**config.mk**
```make
export PLATFORM = sky130hd
export DESIGN_NAME = efv_cell
export DESIGN_NICKNAME = d
export VERILOG_FILES = /design/src/hdl/efv_pkg.sv /design/src/hdl/efv_fma.sv /design/src/hdl/efv_cell.sv
export SDC_FILE = /design/constraint.sdc
export NUM_CORES = 2
export LEC_CHECK = 0
export BUFFER_PORTS_ARGS = -buffer_cell sky130_fd_sc_hd__buf_4
export CORE_ASPECT_RATIO = 0.8
export CORE_MARGIN = 5
export CORE_UTILIZATION = 27
export CTS_CLUSTER_DIAMETER = 50
export DETAILED_ROUTE_END_ITERATION = 10
export GPL_TIMING_DRIVEN = 0
export PLACE_DENSITY = 0.41
export SLEW_MARGIN = 0
export SYNTH_ARGS = -nofsm -noshare
export SYNTH_HDL_FRONTEND = slang
export SYNTH_HIERARCHICAL = 1
export SYNTH_SLANG_ARGS = --single-unit
```
**constraint.sdc**
```tcl
create_clock -name i_clk -period 16 [get_ports i_clk]
set_input_delay 0.8 -clock i_clk [delete_from_list [all_inputs] [get_ports i_clk]]
set_output_delay 0.8 -clock i_clk [all_outputs]
set_load 0.03 [all_outputs]
```
**src/hdl/efv_pkg.sv**
```systemverilog
// shared types, constants and arithmetic helpers for the erfinv unit
`default_nettype none
package efv_pkg;

    localparam logic [31:0] QUIET_BIT  = 32'h0040_0000;
    localparam logic [31:0] DEF_NAN    = 32'h7FC0_0000;
    localparam logic [30:0] INF_MAG    = 31'h7F80_0000;
    localparam logic [31:0] ONE_BITS   = 32'h3F80_0000;
    localparam logic [31:0] NEG_ONE    = 32'hBF80_0000;
    localparam logic [31:0] NEG_ZERO   = 32'h8000_0000;
    localparam logic [31:0] NEG_INF    = 32'hFF80_0000;
    localparam logic [31:0] POS_INF    = 32'h7F80_0000;
    localparam logic [31:0] TWO_THIRDS = 32'h3F2A_AAAB;
    localparam logic [31:0] LN2_BITS   = 32'h3F31_7218;
    localparam logic [30:0] SPLIT_MAG  = 31'h40C4_0000;

    localparam logic [31:0] LOG_ODD0  = 32'hBE05_7000;
    localparam logic [31:0] LOG_EVEN0 = 32'h3E10_4000;
    localparam logic [31:0] LOG_ODD1  = 32'hBDF8_CCB4;
    localparam logic [31:0] LOG_EVEN1 = 32'h3E0F_2BA0;
    localparam logic [31:0] LOG_ODD2  = 32'hBE2A_D9B1;
    localparam logic [31:0] LOG_EVEN2 = 32'h3E4C_EC59;
    localparam logic [31:0] LOG_ODD3  = 32'hBE7F_FF01;
    localparam logic [31:0] LOG_C3    = 32'h3EAA_AA7D;
    localparam logic [31:0] LOG_C2    = 32'hBF00_0000;

    localparam logic [31:0] TAIL_COEF [0:8] = '{
        32'h2FA6F5A2, 32'h32FBE4D7, 32'h35A3F289, 32'h37EE53EF, 32'h39CE55C9,
        32'h3B46606F, 32'h3B9E5490, 32'hBE877FB3, 32'h3F570B52
    };
    localparam logic [31:0] MID_COEF [0:9] = '{
        32'h31BAE000, 32'h3419DA2C, 32'h35A4C94E, 32'h33F295DD, 32'hB86B8609,
        32'hB91ADF4D, 32'h3B17B201, 32'h3C3D0F26, 32'hBE6D9577, 32'h3F62DFC4
    };

    // step codes along the chain
    localparam int OP_T   = 0;
    localparam int OP_M   = 1;
    localparam int OP_SQ  = 2;
    localparam int OP_OD1 = 3;
    localparam int OP_EV1 = 4;
    localparam int OP_OD2 = 5;
    localparam int OP_EV2 = 6;
    localparam int OP_OD3 = 7;
    localparam int OP_A1  = 8;
    localparam int OP_A2  = 9;
    localparam int OP_A3  = 10;
    localparam int OP_A4  = 11;
    localparam int OP_LV  = 12;
    localparam int OP_P1  = 13;
    localparam int OP_P9  = 21;
    localparam int OP_FIN = 22;
    localparam int N_OPS  = 23;

    localparam int FMA_LAT  = 4;
    localparam int CELL_LAT = FMA_LAT + 1;
    localparam int TOT_LAT  = N_OPS * CELL_LAT;

    typedef struct packed {
        logic [31:0] arg;
        logic [31:0] m;
        logic [31:0] sq;
        logic [31:0] od;
        logic [31:0] ev;
        logic [31:0] acc;
        logic [31:0] ef;
        logic [31:0] lsv;
        logic [31:0] lv;
        logic [31:0] poly;
        logic        lsp;
        logic        tl;
    } t_ctx;

    typedef struct packed {
        logic [23:0]        sig;
        logic signed [11:0] ex;
    } t_split;

    typedef struct packed {
        logic [31:0] m;
        logic [31:0] ef;
        logic        lsp;
        logic [31:0] lsv;
    } t_lnp;

    function automatic logic is_nan(input logic [31:0] v);
        return v[30:0] > INF_MAG;
    endfunction

    function automatic logic [4:0] lzc24(input logic [23:0] x);
        logic [4:0] c;
        c = 5'd24;
        for (int i = 0; i < 24; i++) begin
            if (x[i]) c = 5'(23 - i);
        end
        return c;
    endfunction

    function automatic logic [6:0] lzc64(input logic [63:0] x);
        logic [6:0] c;
        c = 7'd64;
        for (int i = 0; i < 64; i++) begin
            if (x[i]) c = 7'(63 - i);
        end
        return c;
    endfunction

    function automatic logic [63:0] shr_jam(input logic [63:0] v, input logic signed [11:0] n);
        logic [63:0] mask;
        mask = (64'd1 << n[5:0]) - 64'd1;
        if (n <= 0) return v;
        if (n >= 12'sd64) return {63'd0, |v};
        return (v >> n[5:0]) | {63'd0, |(v & mask)};
    endfunction

    function automatic t_split split32(input logic [30:0] m);
        t_split     s;
        logic [4:0] k;
        logic [23:0] f;
        f = {1'b0, m[22:0]};
        k = lzc24(f);
        if (m[30:23] != 8'd0) begin
            s.sig = {1'b1, m[22:0]};
            s.ex  = $signed({4'd0, m[30:23]}) - 12'sd127;
        end else begin
            s.sig = f << k;
            s.ex  = -12'sd126 - $signed({7'd0, k});
        end
        return s;
    endfunction

    // leading one of sig sits at bit 62
    function automatic logic [31:0] round_pack(input logic sgn, input logic signed [11:0] ex,
                                               input logic [63:0] sig);
        logic signed [11:0] sh;
        logic [31:0] base, q, val;
        logic [63:0] rem, half, mask;
        if (ex >= -12'sd126) begin
            sh   = 12'sd39;
            base = {20'd0, 12'(ex + 12'sd126)} << 23;
        end else begin
            sh   = 12'sd39 + (-12'sd126 - ex);
            base = 32'd0;
        end
        mask = (64'd1 << sh[5:0]) - 64'd1;
        half = 64'd1 << (sh[5:0] - 6'd1);
        q    = 32'(sig >> sh[5:0]);
        rem  = sig & mask;
        if (rem > half || (rem == half && q[0])) q = q + 32'd1;
        val = base + q;
        if (ex > 12'sd127) return {sgn, INF_MAG};
        if (sh > 12'sd63) return {sgn, 31'd0};
        if (val >= POS_INF) return {sgn, INF_MAG};
        return {sgn, 31'd0} | val;
    endfunction

    function automatic logic [31:0] int_to_f32(input logic signed [9:0] n);
        logic        sg;
        logic [9:0]  mag;
        logic [3:0]  pos;
        logic [31:0] sh;
        sg  = n[9];
        mag = sg ? 10'(-n) : 10'(n);
        pos = 4'd0;
        for (int i = 0; i < 10; i++) begin
            if (mag[i]) pos = 4'(i);
        end
        sh = {22'd0, mag} << (5'd23 - {1'b0, pos});
        if (mag == 10'd0) return 32'd0;
        return {sg, 8'(8'd127 + {4'd0, pos}), sh[22:0]};
    endfunction

    function automatic t_lnp ln_prep(input logic [31:0] t);
        t_lnp              r;
        logic [4:0]        k;
        logic [23:0]       frs;
        logic signed [9:0] expo;
        logic [31:0]       mant;
        k   = lzc24({1'b0, t[22:0]});
        frs = {1'b0, t[22:0]} << k;
        if (t[30:23] != 8'd0) begin
            expo = $signed({2'd0, t[30:23]}) - 10'sd126;
            mant = {9'b001111110, t[22:0]};
        end else begin
            expo = -10'sd125 - $signed({5'd0, k});
            mant = {9'b001111110, frs[22:0]};
        end
        if (mant < TWO_THIRDS) begin
            mant = mant + 32'h0080_0000;
            expo = expo - 10'sd1;
        end
        r.m   = mant;
        r.ef  = int_to_f32(expo);
        r.lsp = 1'b1;
        if (is_nan(t))                r.lsv = t | QUIET_BIT;
        else if (t[30:0] == 31'd0)    r.lsv = NEG_INF;
        else if (t[31])               r.lsv = DEF_NAN;
        else if (t == POS_INF)        r.lsv = POS_INF;
        else begin
            r.lsv = 32'd0;
            r.lsp = 1'b0;
        end
        return r;
    endfunction

endpackage
`default_nettype wire

```
**src/hdl/efv_fma.sv**
```systemverilog
// four-stage binary32 fused multiply-add, round to nearest even
`default_nettype none
module efv_fma import efv_pkg::*; #(
    parameter int SB_W = 1
) (
    input  wire logic            i_clk,
    input  wire logic            i_rst_n,
    input  wire logic            i_vld,
    input  wire logic [31:0]     i_a,
    input  wire logic [31:0]     i_b,
    input  wire logic [31:0]     i_c,
    input  wire logic [SB_W-1:0] i_sb,
    output logic                 o_vld,
    output logic [31:0]          o_res,
    output logic [SB_W-1:0]      o_sb
);
    logic [30:0] mu, mv, mw;
    logic        sp, sw;
    logic        n1_spec;
    logic [31:0] n1_sval;
    t_split      su, sv, sx;

    logic               r1_vld, r1_spec, r1_sp, r1_sw, r1_wz;
    logic [31:0]        r1_sval;
    logic [47:0]        r1_prod;
    logic signed [11:0] r1_ep, r1_ew;
    logic [23:0]        r1_gw;
    logic [SB_W-1:0]    r1_sb;

    assign mu = i_a[30:0];
    assign mv = i_b[30:0];
    assign mw = i_c[30:0];
    assign sp = i_a[31] ^ i_b[31];
    assign sw = i_c[31];
    assign su = split32(mu);
    assign sv = split32(mv);
    assign sx = split32(mw);

    always_comb begin
        n1_spec = 1'b1;
        n1_sval = 32'd0;
        if (is_nan(i_a))      n1_sval = i_a | QUIET_BIT;
        else if (is_nan(i_b)) n1_sval = i_b | QUIET_BIT;
        else if (is_nan(i_c)) n1_sval = i_c | QUIET_BIT;
        else if ((mu == INF_MAG && mv == 31'd0) || (mv == INF_MAG && mu == 31'd0))
            n1_sval = DEF_NAN;
        else if (mu == INF_MAG || mv == INF_MAG)
            n1_sval = (mw == INF_MAG && sw != sp) ? DEF_NAN : {sp, INF_MAG};
        else if (mw == INF_MAG) n1_sval = i_c;
        else if (mu == 31'd0 || mv == 31'd0)
            n1_sval = (mw != 31'd0) ? i_c : ((sp == sw) ? {sp, 31'd0} : 32'd0);
        else n1_spec = 1'b0;
    end

    always_ff @(posedge i_clk) begin
        if (!i_rst_n) r1_vld <= 1'b0;
        else          r1_vld <= i_vld;
        r1_spec <= n1_spec;
        r1_sval <= n1_sval;
        r1_sp   <= sp;
        r1_sw   <= sw;
        r1_wz   <= (mw == 31'd0);
        r1_prod <= su.sig * sv.sig;
        r1_ep   <= su.ex + sv.ex;
        r1_gw   <= sx.sig;
        r1_ew   <= sx.ex;
        r1_sb   <= i_sb;
    end

    // stage 2: align and add
    logic [63:0]        psig, wsig, big, lit, n2_sum;
    logic signed [11:0] ep2, d, ex2;
    logic               bs, ss, n2_sgn, n2_zero;

    logic               r2_vld, r2_spec, r2_sgn;
    logic [31:0]        r2_sval;
    logic [63:0]        r2_sum;
    logic signed [11:0] r2_ex;
    logic [SB_W-1:0]    r2_sb;

    always_comb begin
        if (r1_prod[47]) begin
            psig = {1'b0, r1_prod, 15'd0};
            ep2  = r1_ep + 12'sd1;
        end else begin
            psig = {1'b0, r1_prod[46:0], 16'd0};
            ep2  = r1_ep;
        end
        wsig = {1'b0, r1_gw, 39'd0};
        d    = ep2 - r1_ew;
        if (r1_wz) begin
            big = psig; bs = r1_sp; lit = 64'd0; ss = r1_sp; ex2 = ep2;
        end else if (d >= 0) begin
            big = psig; bs = r1_sp; lit = shr_jam(wsig, d); ss = r1_sw; ex2 = ep2;
        end else begin
            big = wsig; bs = r1_sw; lit = shr_jam(psig, -d); ss = r1_sp; ex2 = r1_ew;
        end
        n2_zero = 1'b0;
        n2_sgn  = bs;
        if (bs == ss) begin
            n2_sum = big + lit;
        end else if (big == lit) begin
            n2_sum  = 64'd0;
            n2_zero = 1'b1;
        end else if (big < lit) begin
            n2_sum = lit - big;
            n2_sgn = ss;
        end else begin
            n2_sum = big - lit;
        end
    end

    always_ff @(posedge i_clk) begin
        if (!i_rst_n) r2_vld <= 1'b0;
        else          r2_vld <= r1_vld;
        r2_spec <= r1_spec | n2_zero;
        r2_sval <= r1_spec ? r1_sval : 32'd0;
        r2_sgn  <= n2_sgn;
        r2_sum  <= n2_sum;
        r2_ex   <= ex2;
        r2_sb   <= r1_sb;
    end

    // stage 3: normalize so the leading one is at bit 62
    logic [6:0]         lz;
    logic [63:0]        n3_sig;
    logic signed [11:0] n3_ex;

    logic               r3_vld, r3_spec, r3_sgn;
    logic [31:0]        r3_sval;
    logic [63:0]        r3_sig;
    logic signed [11:0] r3_ex;
    logic [SB_W-1:0]    r3_sb;

    always_comb begin
        lz = lzc64(r2_sum);
        if (r2_sum[63]) begin
            n3_sig = shr_jam(r2_sum, 12'sd1);
            n3_ex  = r2_ex + 12'sd1;
        end else if (lz == 7'd64) begin
            n3_sig = r2_sum;
            n3_ex  = r2_ex;
        end else begin
            n3_sig = r2_sum << (lz[5:0] - 6'd1);
            n3_ex  = r2_ex - $signed({5'd0, lz}) + 12'sd1;
        end
    end

    always_ff @(posedge i_clk) begin
        if (!i_rst_n) r3_vld <= 1'b0;
        else          r3_vld <= r2_vld;
        r3_spec <= r2_spec;
        r3_sval <= r2_sval;
        r3_sgn  <= r2_sgn;
        r3_sig  <= n3_sig;
        r3_ex   <= n3_ex;
        r3_sb   <= r2_sb;
    end

    // stage 4: round and pack
    logic            r4_vld;
    logic [31:0]     r4_res;
    logic [SB_W-1:0] r4_sb;

    always_ff @(posedge i_clk) begin
        if (!i_rst_n) r4_vld <= 1'b0;
        else          r4_vld <= r3_vld;
        r4_res <= r3_spec ? r3_sval : round_pack(r3_sgn, r3_ex, r3_sig);
        r4_sb  <= r3_sb;
    end

    assign o_vld = r4_vld;
    assign o_res = r4_res;
    assign o_sb  = r4_sb;
endmodule
`default_nettype wire

```
**src/hdl/efv_cell.sv**
```systemverilog
// one step of the chain: operand select, fused multiply-add, write-back
`default_nettype none
module efv_cell import efv_pkg::*; #(
    parameter int OP = OP_T
) (
    input  wire logic i_clk,
    input  wire logic i_rst_n,
    input  wire logic i_vld,
    input  wire t_ctx i_ctx,
    output logic      o_vld,
    output t_ctx      o_ctx
);
    localparam int KI = (OP >= OP_P1 && OP <= OP_P9) ? OP - OP_P1 + 1 : 1;

    logic [31:0] a, b, c, res;
    logic [$bits(t_ctx)-1:0] sb_out;
    logic f_vld;
    t_ctx f_ctx, n_ctx, r_ctx;
    t_lnp lnp;
    logic r_vld;

    always_comb begin
        a = i_ctx.poly;
        b = i_ctx.lv;
        c = MID_COEF[KI];
        case (OP) inside
            OP_T:   begin a = i_ctx.arg; c = ONE_BITS;
                        b = is_nan(i_ctx.arg) ? (i_ctx.arg | QUIET_BIT) :
                            (i_ctx.arg[30:0] == 31'd0) ? 32'd0 :
                            {~i_ctx.arg[31], i_ctx.arg[30:0]};
                    end
            OP_M:   begin a = i_ctx.m;   b = ONE_BITS;  c = NEG_ONE;   end
            OP_SQ:  begin a = i_ctx.m;   b = i_ctx.m;   c = NEG_ZERO;  end
            OP_OD1: begin a = LOG_ODD0;  b = i_ctx.sq;  c = LOG_ODD1;  end
            OP_EV1: begin a = LOG_EVEN0; b = i_ctx.sq;  c = LOG_EVEN1; end
            OP_OD2: begin a = i_ctx.od;  b = i_ctx.sq;  c = LOG_ODD2;  end
            OP_EV2: begin a = i_ctx.ev;  b = i_ctx.sq;  c = LOG_EVEN2; end
            OP_OD3: begin a = i_ctx.od;  b = i_ctx.sq;  c = LOG_ODD3;  end
            OP_A1:  begin a = i_ctx.ev;  b = i_ctx.m;   c = i_ctx.od;  end
            OP_A2:  begin a = i_ctx.acc; b = i_ctx.m;   c = LOG_C3;    end
            OP_A3:  begin a = i_ctx.acc; b = i_ctx.m;   c = LOG_C2;    end
            OP_A4:  begin a = i_ctx.acc; b = i_ctx.sq;  c = i_ctx.m;   end
            OP_LV:  begin a = i_ctx.ef;  b = LN2_BITS;  c = i_ctx.acc; end
            [OP_P1:OP_P9]: begin
                        c = i_ctx.tl ? TAIL_COEF[KI-1] : MID_COEF[KI];
                    end
            OP_FIN: begin a = i_ctx.arg; b = i_ctx.poly; c = NEG_ZERO; end
            default: ;
        endcase
    end

    efv_fma #(.SB_W($bits(t_ctx))) u_fma (
        .i_clk   (i_clk),
        .i_rst_n (i_rst_n),
        .i_vld   (i_vld),
        .i_a     (a),
        .i_b     (b),
        .i_c     (c),
        .i_sb    (i_ctx),
        .o_vld   (f_vld),
        .o_res   (res),
        .o_sb    (sb_out)
    );

    assign f_ctx = t_ctx'(sb_out);
    assign lnp   = ln_prep(res);

    always_comb begin
        n_ctx = f_ctx;
        case (OP) inside
            OP_T: begin
                n_ctx.m   = lnp.m;
                n_ctx.ef  = lnp.ef;
                n_ctx.lsp = lnp.lsp;
                n_ctx.lsv = lnp.lsv;
            end
            OP_M, OP_SQ: begin
                if (OP == OP_M) n_ctx.m = res;
                else            n_ctx.sq = res;
            end
            OP_OD1, OP_OD2, OP_OD3: n_ctx.od = res;
            OP_EV1, OP_EV2:         n_ctx.ev = res;
            OP_A1, OP_A2, OP_A3, OP_A4: n_ctx.acc = res;
            OP_LV: begin
                n_ctx.lv   = f_ctx.lsp ? f_ctx.lsv : res;
                n_ctx.tl   = (n_ctx.lv[30:0] > SPLIT_MAG) && (n_ctx.lv[30:0] <= INF_MAG);
                n_ctx.poly = n_ctx.tl ? TAIL_COEF[0] : MID_COEF[0];
            end
            [OP_P1:OP_P9]: begin
                // tail set has one fewer step: the first one passes through
                if (!(f_ctx.tl && KI == 1)) n_ctx.poly = res;
            end
            OP_FIN: n_ctx.poly = res;
            default: ;
        endcase
    end

    always_ff @(posedge i_clk) begin
        if (!i_rst_n) r_vld <= 1'b0;
        else          r_vld <= f_vld;
        r_ctx <= n_ctx;
    end

    assign o_vld = r_vld;
    assign o_ctx = r_ctx;
endmodule
`default_nettype wire

```
==> flow_summary_export.csv <==
group,metric,value,unit
global_route,track_usage,0.252,
critical_path,cp-endpoint,"u_fma/r2_sum[44]",
floorplan,top_level_ports,648,
critical_path,crit_family,"buffers and inverters",
critical_path,path_max_fanout,10,
detailed_routing,first_iter_violations,10115,
clock_tree,cts_setup_buffers,0,
logic_synthesis,synth_cells,10721,
critical_path,path_buf_inv,18,
clock_tree,tritoncts,"built",
floorplan,core_area,356000,um^2
timing,tightest_slew,1.53,ns
global_route,first_global_vias,87726,
hold_path,hold_start,"i_ctx[24]",
clock_tree,numCtsBuffers,173,
critical_path,worstSetupStartpointType,"flop",
critical_path,r2r_end,"u_fma/r2_sum[44]",
detailed_routing,ant_nets,0,
floorplan,rows,196,
logic_synthesis,yosysWarnings,6,
place,dp_hpwl,396000,um
run_status,status,"finished, violations left",
detailed_routing,wl,486000,um
floorplan,fp.dieW,679,um
timing,setup_viol,0,
critical_path,endpoint_kind,"flop",
critical_path,cp.arrival,16.45,ns
critical_path,crit_start,"u_fma/r1_prod[47]",
floorplan,dieArea,370000,um^2
place,io_buffers,542,
timing,maxSlewHeadroom,-0.0487,
clock_tree,clkTransAtPathRegs,0.06,ns
clock_tree,cts_root_buf,"clkbuf_16",
hold_path,hold_class,"input port to flop",
timing,fin_crit_sh,0.993,
critical_path,r2r_setup_slack,0.11,ns
clock_tree,clkLatencyLatePin,0.89,ns
critical_path,slowest_delay,1.08,ns
clock_tree,clock_path_buffers,4,
timing,fin_crit,15.89,ns
critical_path,cp_data_required_time,16.56,ns
flow_run,drv_cap,7,
global_route,gr-total-overflow,0,
global_route,grt_max_degree,19,
place,post-place-ws,-3.20,ns
clock_tree,cts_sinks,1599,
critical_path,crit_type,"flop to flop",
timing,final_max_slew_viol_count,26,
floorplan,start_util,0.271,
global_route,grt_pass1_wl,683000,um
critical_path,crit_cells,40,
cells_and_area,nets,13054,
detailed_routing,routed_via_density,5.33,
critical_path,reg2reg_depth,40,
timing,finalWorstSetupSlack,0.110,ns
clock_tree,htree_levels,4,
logic_synthesis,syn_area,96600,um^2
cells_and_area,drive_above_1_share,0.121,
detailed_routing,wl_per_cell,29.1,um
critical_path,r2r-start,"u_fma/r1_prod[47]",
critical_path,slowest_stage,"a222oi_1",
global_route,antenna_found_initial,47,
detailed_routing,drt_pre_antenna_iters,6,
timing,hold_viol_final,0,
detailed_routing,vias,88819,
detailed_routing,drc,0,
timing,max_freq,0.0629,GHz
critical_path,critPathMostFrequentCell,"buf_2",
place,gp_congestion,1.03,
cells_and_area,syn_to_final_growth,19.0,%
logic_synthesis,avgSynthCellArea,9.01,um^2
timing,skew,0.119,ns
floorplan,die_y,545,um
run_status,failed_checks,"max-capacitance violations, max-slew violations",
[flip-flops by register name (all words and copies together), names as in the netlist, 24 cells and up]
name	flops
o_ctx	313
u_fma/o_sb	225
u_fma/r1_sb	225
u_fma/r2_sb	225
u_fma/r3_sb	225
u_fma/r2_sum	64
u_fma/r3_sig	64
u_fma/r1_prod	48
u_fma/o_res	32
u_fma/r1_sval	32
u_fma/r2_sval	32
u_fma/r3_sval	32
u_fma/r1_gw	24
[how the worst min path moves through the flow]
| stage | slack [ns] | cells after the start | end |
|---|---|---|---|
| after CTS | 0.003 | 1 | u_fma/r1_sb[50] |
| after global routing | 0.01 | 1 | u_fma/r1_sb[321] |
| after floorplan | 0.31 | 0 | o_ctx[0] |
| after global placement | 0.31 | 0 | u_fma/o_sb[26] |
| final | 0.08 | 1 | u_fma/r1_sb[24] |
| after detailed placement | 0.31 | 0 | o_ctx[140] |
[area by class of cell]
cell class / count / area (um^2)
tap: 4752 / 5950
clock inverter: 72 / 821
buffer: 641 / 2760
fill: 37318 / 241000
timing repair buffer: 700 / 5680
inverter: 836 / 3140
clock buffer: 234 / 4890
antenna: 17 / 42.5
multi-input combinational: 7827 / 59700
sequential: 1599 / 32000
[layer usage]
layer,up-vias,global-route usage,part of all wire
met3,537,0.0523,0.087
met4,4,0.0529,0.022
li1,39229,-,-
met1,44787,0.378,0.48
met5,-,0,0.000049
met2,4262,0.370,0.41
[metrics by stage]
step	cells	TNS, ns	hold WS, ns	cell area [um^2]	util
2_1_floorplan	10906	0	0.310	97300	-
3_5_place_dp	16222	-131.10	0.312	108000	0.302
3_3_place_gp	16200	-134.50	0.309	107000	0.301
6_report	16678	0	0.0803	115000	0.323
5_1_grt	16663	-0.00165	0.0133	115000	0.323
4_1_cts	16661	0	0.00329	115000	0.322
[cells in the final DEF, fill, tap and decap left out, drive strengths merged, types with 63 or more instances in the layout]
| master | instances |
|---|---|
| a21oi | 602 |
| a221oi | 71 |
| clkbuf | 679 |
| o21bai | 103 |
| nor3 | 192 |
| dfxtp | 1599 |
| xnor2 | 157 |
| nand4 | 105 |
| nor4 | 85 |
| a211oi | 108 |
| or3 | 63 |
| ha | 463 |
| o21a | 71 |
| and3 | 86 |
| conb | 188 |
| nand3 | 225 |
| a21o | 127 |
| dlygate4sd3 | 133 |
| mux4 | 164 |
| inv | 856 |
| o22ai | 64 |
| nor2b | 105 |
| fa | 488 |
| nor2 | 884 |
| xor2 | 82 |
| and2 | 161 |
| mux2 | 95 |
| a22oi | 64 |
| buf | 763 |
| a31oi | 83 |
| nand2 | 1220 |
| o211ai | 89 |
| mux2i | 563 |
| o21ai | 487 |
[timing repair]
action,in CTS,in global routing
hold endpoints to repair,133,0
resized for setup,33,30
hold buffers,133,0
setup endpoints to repair,72,62
pin swaps,1,0
Power is not shown: default switching activity piles up to over one toggle a cycle in this logic, so the estimate is an artifact.
